--- src/cjk_width_normalizer_core_macros.svh ---
// ----------------------------------------------------------------------------
// CJK width normaliser assertion macros
// Shared assertion shorthands, clocked on clk and disabled in reset.
// ----------------------------------------------------------------------------
`ifndef CJK_WIDTH_NORMALIZER_CORE_MACROS_SVH
`define CJK_WIDTH_NORMALIZER_CORE_MACROS_SVH

// plain property, checked at every clock edge out of reset
`define CJKWN_ASSERT(lbl, prop) \
    lbl: assert property (@(posedge clk) disable iff (!rst_n) (prop)) \
        else $error("cjk width normaliser check failed");

// antecedent in one cycle, consequent in the next
`define CJKWN_ASSERT_NEXT(lbl, ante, cons) \
    lbl: assert property (@(posedge clk) disable iff (!rst_n) (ante) |=> (cons)) \
        else $error("cjk width normaliser sequence check failed");

`endif

--- src/cjkwn_pkg.sv ---
// ----------------------------------------------------------------------------
// CJK width normaliser package
// Types, code point constants and kana lookup tables.
// ----------------------------------------------------------------------------
package cjkwn_pkg;

    localparam logic [15:0] FW_LO       = 16'hFF01;
    localparam logic [15:0] FW_HI       = 16'hFF5E;
    localparam logic [15:0] FW_SHIFT    = 16'hFEE0;
    localparam logic [15:0] HK_LO       = 16'hFF65;
    localparam logic [15:0] HK_HI       = 16'hFF9F;
    localparam logic [15:0] MARK_VOICED = 16'hFF9E;
    localparam logic [15:0] MARK_SEMI   = 16'hFF9F;
    localparam logic [15:0] CMB_LO      = 16'h30A6;
    localparam logic [15:0] CMB_HI      = 16'h30FD;

    // output queue geometry
    localparam int Q_DEPTH = 4;
    localparam int Q_PTR_W = $clog2(Q_DEPTH);
    localparam int Q_CNT_W = $clog2(Q_DEPTH + 1);

    typedef struct packed {
        logic [15:0] char_val;
        logic        last;
        logic        changed;
    } result_t;

    // up to two results per step, compacted towards slot 0
    typedef struct packed {
        logic    v0;
        logic    v1;
        result_t r0;
        result_t r1;
    } push_t;

    function automatic logic [15:0] kana_full(input logic [5:0] idx);
        logic [15:0] k;
        unique case (idx)
            6'd0:  k = 16'h30fb;  6'd1:  k = 16'h30f2;  6'd2:  k = 16'h30a1;
            6'd3:  k = 16'h30a3;  6'd4:  k = 16'h30a5;  6'd5:  k = 16'h30a7;
            6'd6:  k = 16'h30a9;  6'd7:  k = 16'h30e3;  6'd8:  k = 16'h30e5;
            6'd9:  k = 16'h30e7;  6'd10: k = 16'h30c3;  6'd11: k = 16'h30fc;
            6'd12: k = 16'h30a2;  6'd13: k = 16'h30a4;  6'd14: k = 16'h30a6;
            6'd15: k = 16'h30a8;  6'd16: k = 16'h30aa;  6'd17: k = 16'h30ab;
            6'd18: k = 16'h30ad;  6'd19: k = 16'h30af;  6'd20: k = 16'h30b1;
            6'd21: k = 16'h30b3;  6'd22: k = 16'h30b5;  6'd23: k = 16'h30b7;
            6'd24: k = 16'h30b9;  6'd25: k = 16'h30bb;  6'd26: k = 16'h30bd;
            6'd27: k = 16'h30bf;  6'd28: k = 16'h30c1;  6'd29: k = 16'h30c4;
            6'd30: k = 16'h30c6;  6'd31: k = 16'h30c8;  6'd32: k = 16'h30ca;
            6'd33: k = 16'h30cb;  6'd34: k = 16'h30cc;  6'd35: k = 16'h30cd;
            6'd36: k = 16'h30ce;  6'd37: k = 16'h30cf;  6'd38: k = 16'h30d2;
            6'd39: k = 16'h30d5;  6'd40: k = 16'h30d8;  6'd41: k = 16'h30db;
            6'd42: k = 16'h30de;  6'd43: k = 16'h30df;  6'd44: k = 16'h30e0;
            6'd45: k = 16'h30e1;  6'd46: k = 16'h30e2;  6'd47: k = 16'h30e4;
            6'd48: k = 16'h30e6;  6'd49: k = 16'h30e8;  6'd50: k = 16'h30e9;
            6'd51: k = 16'h30ea;  6'd52: k = 16'h30eb;  6'd53: k = 16'h30ec;
            6'd54: k = 16'h30ed;  6'd55: k = 16'h30ef;  6'd56: k = 16'h30f3;
            6'd57: k = 16'h3099;  6'd58: k = 16'h309a;
            default: k = 16'h0000;
        endcase
        return k;
    endfunction

    // offset added to 30A6+idx by a following voiced mark
    function automatic logic [6:0] voiced_add(input logic [6:0] idx);
        logic [6:0] a;
        unique case (idx)
            7'd0: a = 7'd78;
            7'd5, 7'd7, 7'd9, 7'd11, 7'd13, 7'd15, 7'd17, 7'd19, 7'd21,
            7'd23, 7'd25, 7'd27, 7'd30, 7'd32, 7'd34, 7'd41, 7'd44, 7'd47,
            7'd50, 7'd53, 7'd87: a = 7'd1;
            7'd73, 7'd74, 7'd75, 7'd76: a = 7'd8;
            default: a = 7'd0;
        endcase
        return a;
    endfunction

    // offset added to 30A6+idx by a following semi-voiced mark
    function automatic logic [6:0] semi_add(input logic [6:0] idx);
        logic [6:0] a;
        unique case (idx)
            7'd41, 7'd44, 7'd47, 7'd50, 7'd53: a = 7'd2;
            default: a = 7'd0;
        endcase
        return a;
    endfunction

endpackage

--- src/cjkwn_step.sv ---
// ----------------------------------------------------------------------------
// CJK width normaliser step
// Normalises one character against the held-back character and emits results.
// ----------------------------------------------------------------------------
module cjkwn_step (
    input  logic                clk,
    input  logic                rst_n,
    input  logic                fire,
    input  logic [15:0]         char_in,
    input  logic                term_end_in,
    output cjkwn_pkg::push_t    push
);
    import cjkwn_pkg::*;

    logic [15:0] held_char_reg, held_char_next;
    logic        held_valid_reg, held_valid_next;
    logic        changed_flag_reg, changed_flag_next;

    logic [15:0] c_norm;
    logic [15:0] merged_char;
    logic [15:0] hk_off;
    logic [15:0] held_off;
    logic [6:0]  add;
    logic        chg;
    logic        merged;
    logic        can_merge;
    logic        is_mark;
    result_t     slot_held;
    result_t     slot_new;

    always_comb
    begin
        hk_off      = char_in - HK_LO;
        held_off    = held_char_reg - CMB_LO;
        is_mark     = (char_in == MARK_VOICED) || (char_in == MARK_SEMI);
        can_merge   = is_mark && held_valid_reg &&
                      (held_char_reg >= CMB_LO) && (held_char_reg <= CMB_HI);
        add         = (char_in == MARK_SEMI) ? semi_add(held_off[6:0])
                                             : voiced_add(held_off[6:0]);
        merged_char = held_char_reg + {9'd0, add};

        c_norm = char_in;
        chg    = changed_flag_reg;
        merged = 1'b0;
        if ((char_in >= FW_LO) && (char_in <= FW_HI))
        begin
            c_norm = char_in - FW_SHIFT;
            chg    = 1'b1;
        end
        else if ((char_in >= HK_LO) && (char_in <= HK_HI))
        begin
            merged = can_merge && (add != 7'd0);
            if (!merged)
            begin
                c_norm = kana_full(hk_off[5:0]);
            end
            chg = 1'b1;
        end

        slot_held = '{char_val: held_char_reg, last: 1'b0, changed: 1'b0};
        slot_new  = '{char_val: c_norm, last: 1'b1, changed: chg};

        push              = '0;
        held_char_next    = held_char_reg;
        held_valid_next   = held_valid_reg;
        changed_flag_next = changed_flag_reg;

        if (fire)
        begin
            if (merged)
            begin
                // mark folds into the held character
                if (term_end_in)
                begin
                    push.v0           = 1'b1;
                    push.r0           = '{char_val: merged_char, last: 1'b1, changed: chg};
                    held_char_next    = '0;
                    held_valid_next   = 1'b0;
                    changed_flag_next = 1'b0;
                end
                else
                begin
                    held_char_next    = merged_char;
                    changed_flag_next = chg;
                end
            end
            else
            begin
                if (held_valid_reg)
                begin
                    push.v0 = 1'b1;
                    push.r0 = slot_held;
                    if (term_end_in)
                    begin
                        push.v1 = 1'b1;
                        push.r1 = slot_new;
                    end
                end
                else if (term_end_in)
                begin
                    push.v0 = 1'b1;
                    push.r0 = slot_new;
                end

                if (term_end_in)
                begin
                    held_char_next    = '0;
                    held_valid_next   = 1'b0;
                    changed_flag_next = 1'b0;
                end
                else
                begin
                    held_char_next    = c_norm;
                    held_valid_next   = 1'b1;
                    changed_flag_next = chg;
                end
            end
        end
    end

    always_ff @(posedge clk or negedge rst_n)
    begin
        if (!rst_n)
        begin
            held_char_reg    <= '0;
            held_valid_reg   <= 1'b0;
            changed_flag_reg <= 1'b0;
        end
        else
        begin
            held_char_reg    <= held_char_next;
            held_valid_reg   <= held_valid_next;
            changed_flag_reg <= changed_flag_next;
        end
    end

endmodule

--- src/cjkwn_outq.sv ---
// ----------------------------------------------------------------------------
// CJK width normaliser result queue
// Small queue taking up to two results a cycle and giving one to the stream.
// ----------------------------------------------------------------------------
module cjkwn_outq (
    input  logic                clk,
    input  logic                rst_n,
    input  cjkwn_pkg::push_t    push,
    input  logic                pop,
    output logic                space_ok,
    output logic                head_valid,
    output cjkwn_pkg::result_t  head
);
    import cjkwn_pkg::*;

    result_t              mem_reg [Q_DEPTH];
    logic [Q_PTR_W-1:0]   wr_ptr_reg, wr_ptr_next;
    logic [Q_PTR_W-1:0]   rd_ptr_reg, rd_ptr_next;
    logic [Q_CNT_W-1:0]   cnt_reg, cnt_next;
    logic [Q_PTR_W-1:0]   wr_ptr_inc;
    logic [Q_CNT_W-1:0]   n_push;
    logic                 do_pop;

    always_comb
    begin
        do_pop      = pop && (cnt_reg != '0);
        n_push      = Q_CNT_W'(push.v0) + Q_CNT_W'(push.v1);
        wr_ptr_inc  = wr_ptr_reg + Q_PTR_W'(1);
        wr_ptr_next = wr_ptr_reg + n_push[Q_PTR_W-1:0];
        rd_ptr_next = do_pop ? (rd_ptr_reg + Q_PTR_W'(1)) : rd_ptr_reg;
        cnt_next    = cnt_reg + n_push - Q_CNT_W'(do_pop);
    end

    // room for a full two-result step
    assign space_ok   = (cnt_reg <= Q_CNT_W'(Q_DEPTH - 2));
    assign head_valid = (cnt_reg != '0);
    assign head       = mem_reg[rd_ptr_reg];

    always_ff @(posedge clk or negedge rst_n)
    begin
        if (!rst_n)
        begin
            wr_ptr_reg <= '0;
            rd_ptr_reg <= '0;
            cnt_reg    <= '0;
        end
        else
        begin
            wr_ptr_reg <= wr_ptr_next;
            rd_ptr_reg <= rd_ptr_next;
            cnt_reg    <= cnt_next;
        end
    end

    always_ff @(posedge clk)
    begin
        if (push.v0)
        begin
            mem_reg[wr_ptr_reg] <= push.r0;
        end
        if (push.v1)
        begin
            mem_reg[wr_ptr_inc] <= push.r1;
        end
    end

endmodule

--- src/cjk_width_normalizer_core.sv ---
// ----------------------------------------------------------------------------
// CJK width normaliser core
// Folds fullwidth ASCII and halfwidth katakana to their normal widths.
//
// Input stream: one UTF-16 code unit per item on s_tdata, s_tlast marks the
// last character of a term. Output stream: one normalised character per item
// on m_tdata, m_tlast closes the output term, m_tuser is set on that last item
// when any character of the term was altered or merged.
// One character is held back so that a following halfwidth voiced or
// semi-voiced mark can merge into it; merged marks produce no output item.
// An item is registered on acceptance and then processed, once the queue has
// room, into a four-entry result queue whose entries are registered before
// they show on m_tvalid. Sustained rate is one item per cycle while the
// receiver keeps up; the queue admits a step only while two entries are free.
// A term end may release two items at once; they drain one per cycle while m_tready is high.
// If the receiver stalls, the queue fills and s_tready drops; nothing is lost.
// Reset empties the input register and queue and forgets the held character.
// ----------------------------------------------------------------------------
`include "cjk_width_normalizer_core_macros.svh"

module cjk_width_normalizer_core (
    input  logic        clk,
    input  logic        rst_n,
    input  logic        s_tvalid,
    output logic        s_tready,
    input  logic [15:0] s_tdata,    // [15:0] char_in
    input  logic        s_tlast,
    output logic        m_tvalid,
    input  logic        m_tready,
    output logic [15:0] m_tdata,    // [15:0] char_out
    output logic        m_tlast,
    output logic        m_tuser     // [0] term_changed
);
    import cjkwn_pkg::*;

    logic        in_valid_reg;
    logic [15:0] in_char_reg;
    logic        in_last_reg;
    logic        step_fire;
    logic        space_ok;
    logic        head_valid;
    push_t       push;
    result_t     head;

    assign step_fire = in_valid_reg && space_ok;
    assign s_tready  = !in_valid_reg || step_fire;

    always_ff @(posedge clk or negedge rst_n)
    begin
        if (!rst_n)
        begin
            in_valid_reg <= 1'b0;
        end
        else if (s_tready)
        begin
            in_valid_reg <= s_tvalid;
        end
    end

    always_ff @(posedge clk)
    begin
        if (s_tready && s_tvalid)
        begin
            in_char_reg <= s_tdata;
            in_last_reg <= s_tlast;
        end
    end

    cjkwn_step u_step (
        .clk         (clk),
        .rst_n       (rst_n),
        .fire        (step_fire),
        .char_in     (in_char_reg),
        .term_end_in (in_last_reg),
        .push        (push)
    );

    cjkwn_outq u_outq (
        .clk        (clk),
        .rst_n      (rst_n),
        .push       (push),
        .pop        (m_tready),
        .space_ok   (space_ok),
        .head_valid (head_valid),
        .head       (head)
    );

    assign m_tvalid = head_valid;
    assign m_tdata  = head.char_val;
    assign m_tlast  = head.last;
    assign m_tuser  = head.changed;

    // change flag only ever rides on the closing item of a term
    `CJKWN_ASSERT(a_flag_on_last, !m_tvalid || !m_tuser || m_tlast)
    // a step is never taken into a queue without room for both results
    `CJKWN_ASSERT(a_push_room, !(push.v0 || push.v1) || space_ok)
    // two results only ever come out of a term end
    `CJKWN_ASSERT_NEXT(a_compact, step_fire && !in_last_reg, !($past(push.v1)))

endmodule
--- config.mk ---
export PLATFORM = sky130hd
export DESIGN_NAME = cjk_width_normalizer_core
export DESIGN_NICKNAME = d
export VERILOG_FILES = /design/src/cjkwn_pkg.sv /design/src/cjkwn_step.sv /design/src/cjkwn_outq.sv /design/src/cjk_width_normalizer_core.sv
export VERILOG_INCLUDE_DIRS = /design/src /design/src/src
export SDC_FILE = /design/constraint.sdc
export NUM_CORES = 1
export LEC_CHECK = 0
export BUFFER_PORTS_ARGS = -buffer_cell sky130_fd_sc_hd__buf_2
export CAP_MARGIN = 20
export CORE_AREA = 3 3 126 128
export DETAILED_ROUTE_END_ITERATION = 12
export DIE_AREA = 0 0 129 131
export PLACE_DENSITY = 0.67
export SYNTH_ARGS = -nofsm -noshare
export SYNTH_HDL_FRONTEND = slang
export SYNTH_SLANG_ARGS = --single-unit
--- constraint.sdc ---
create_clock -name clk -period 7.75 [get_ports clk]
set_input_delay 0.3875 -clock clk [delete_from_list [all_inputs] [get_ports clk]]
set_output_delay 0.3875 -clock clk [all_outputs]
set_load 0.1 [all_outputs]
==> results.ini <==
[outcome]
outcome = finished clean

[clocking]
cts_tree = done
root_buffer = clkbuf_16
postCtsSetupBuffers = 0
cts_hold_buf = 1
cts_buffers = 17
path_clk_slew_ns = 0.05
cts_max_path_buffers = 2
post_cts_resized = 0
clk_latency_ns = 0.42
htree_levels = 4
cts.sinks = 115

[floorplan]
boundaryPins = 41
die_h_microns = 131
coreArea_sq_um = 15000
die_w_microns = 129
std_cell_rows = 45
start_util_pct = 49.5
die-area_sq_um = 16900

[timing]
fin_crit_ns = 4.61
tns_ns = 0
clock_skew_ns = 0.0107
drv_slew = 0
hold_violations = 0
worst_slew_pin_slew_ns = 0.990
fmax_ghz = 0.217
fin_ws_ns = 3.14
rsz0062_at_grt = false
setup_viol = 0
period_share_pct = 59.4
hold_ws_ns = 0.149
slew_headroom_pct = 33.5

[yosys]
synth_nets = 737
ys_seq_elements = 115
avgSynthCellArea_sq_um = 10.8
yosysSeqAreaShare_pct = 44.8
synth_compound_area_share_pct = 19.8
synthMuxAreaShare_pct = 6.75
synth-xor-area-share_pct = 2.35
synthAdderAreaFrac_pct = 5.60
synth_top_family_by_area = compound AO/OA/AOI/OAI gates
synth_warnings = 0
async_reset_ff_share_pct = 22.6
ys_types = 86
syn_inst = 684
mappedNetlistArea_sq_um = 7410
synth-main-ff-cell = edfxtp_1
synth-simple-area-share_pct = 16.1
synth_edf_count = 89

[setup_path]
critPathArrivalTime_ns = 4.94
r2r-start = u_step.held_char_reg[1]
worstPathRequired_ns = 8.08
path_max_fanout = 18
crit_type = register to register
r2r_slack_ns = 3.14
crit_slowest_cell = xnor2_1
cpPeakStageDelay_ns = 0.63
end_kind = register
r2r-end = u_outq.cnt_reg[2]
cp_top_family = compound AO/OA/AOI/OAI gates
critical_path_cell_count = 16
cp_common_cell = ha_1
cp-endpoint = u_outq.cnt_reg[2]
start_kind = register
crit_chain = ha_1, xnor2_1, nor2_1, a221o_1, o211a_1, o21a_2, a21o_4, a21oi_1, nand2b_1, inv_1, ha_1, inv_1, ha_1, fa_1, xor2_1, xnor2_1
startpoint = u_step.held_char_reg[1]
critPathBufInv = 2
ff2ff_path_depth = 16

[finish]
final_util_pct = 55.6
antenna-diode-count = 0
largest_reg_flops = 72
drive_gt1_share_pct = 17.7
area_growth_pct = 12.3
nets = 763

[route]
viasPerCell = 6.33
wl_met3_microns = 1160
top_layer = met4
met2_length_microns = 8860
final_antenna_net_count = 0
wl_per_cell_microns = 20.4
dr.first_iter.drc_count = 535
first_pass_iters = 5
vias = 5766
drc = 0
wl_met1_microns = 8310
routed_wl_microns = 18600

[global_routing]
grt_usage_pct = 22.9
grt_pass1_wl_microns = 29800
grt_max_degree = 37
grt_overflow_total = 0
grt_pass1_vias = 5543
grt_antenna_before_repair = 0

[min_path]
hold_path.class = primary input to register
holdPathStages = 1

[power_and_ir_drop]
static-leakage-power_uw = 0.00316
power_density_nw_per_um2 = 466
ir_drop_uv = 226
finalPower_uw = 3880

[placement]
dp_slack_ns = 3.22
numPortBuffers = 40
gp_congestion = 0.892
post-dp-hpwl_microns = 13200

[flow_run]
cap_violations = 0

==> worst register-to-register path: cells and delay by family, from the launching register on <==
kind                       cells  cell delay, ns
buffers and inverters          2            0.14
xor gates and xnor gates       3            0.99
DFF                            1            0.53
AOI/OAI and AO/OA              5            1.30
and+or+nand+nor                2            0.31
adders and majority gates      4            1.26
==> logic make-up (layout without fill, tap and decap cells) <==
family	Yosys count	in the layout
AOI/OAI and AO/OA	208	208
xor gates and xnor gates	19	19
adders and majority gates	32	32
buffers and inverters	66	105
DFF	115	115
muxes	27	27
and+or+nand+nor	217	217
==> worst min path at each step <==
stage	start	to	slack, ns
after global placement	rst_n	in_valid_reg	0.43
after CTS	s_tdata[0]	in_char_reg[0]	0.13
after floorplan	rst_n	in_valid_reg	0.09
after global routing	s_tdata[1]	in_char_reg[1]	0.13
after detailed placement	rst_n	in_valid_reg	0.43
final	s_tdata[0]	in_char_reg[0]	0.15
==> power by group <==
part	internal [uW]	switching (uW)
sequential	896	185
clock	564	269
combinational	574	1390
==> cell type report <==
type	count	area [sq um]
clock buffers	24	482
clock inverters	8	151
fillers	1264	6650
inverters	24	95.1
multi-input cells	503	3770
flip-flops and latches	115	3320
well taps	188	235
repair buffers	49	270
==> layer usage <==
layer  track usage (%)  vias up
met5                 0        -
met4              7.23        0
met3              6.10       32
met2              36.1      228
met1              31.0     2798
li1                  -     2708
==> cells in the mapped netlist (6+ instances only) <==
cell type	count	area share [%]
and2_1	7	0.59
nand2_1	71	3.6
inv_1	21	1.1
nand2b_1	9	0.76
a211oi_1	6	0.61
mux4_2	18	5.5
clkbuf_1	22	1.1
nand4_1	6	0.51
o21ai_1	14	0.95
buf_2	7	0.47
o22ai_1	47	4.0
xnor2_1	12	1.4
buf_6	9	1.4
xor2_1	6	0.71
edfxtp_1	89	36
o21ai_0	30	2.0
a21oi_1	33	2.2
dfrtp_1	26	8.8
and3_1	12	1.0
mux2i_1	8	1.1
ha_1	30	5.1
nor3_1	13	0.88
nand3_1	15	1.0
nor2_1	39	2.0
a22o_1	15	1.8
==> cell usage in the layout, fill, tap and decap left out, types with 18 or more instances in the layout <==
master | synthesis | final
edfxtp_1 | 89 | 89
nand2_1 | 71 | 71
o22ai_1 | 47 | 47
buf_2 | 7 | 40
nor2_1 | 39 | 39
a21oi_1 | 33 | 33
ha_1 | 30 | 30
o21ai_0 | 30 | 26
dfrtp_1 | 26 | 26
inv_1 | 21 | 21
o21ai_1 | 14 | 18
mux4_2 | 18 | 18
==> stage by stage <==
stage	cell area [sq um]	cells
floorplan	7410	684
global placement	7680	878
detailed placement	7680	878
CTS	8320	911
global route	8320	911
finish	8320	911
Power figures use the tool's default switching activity.
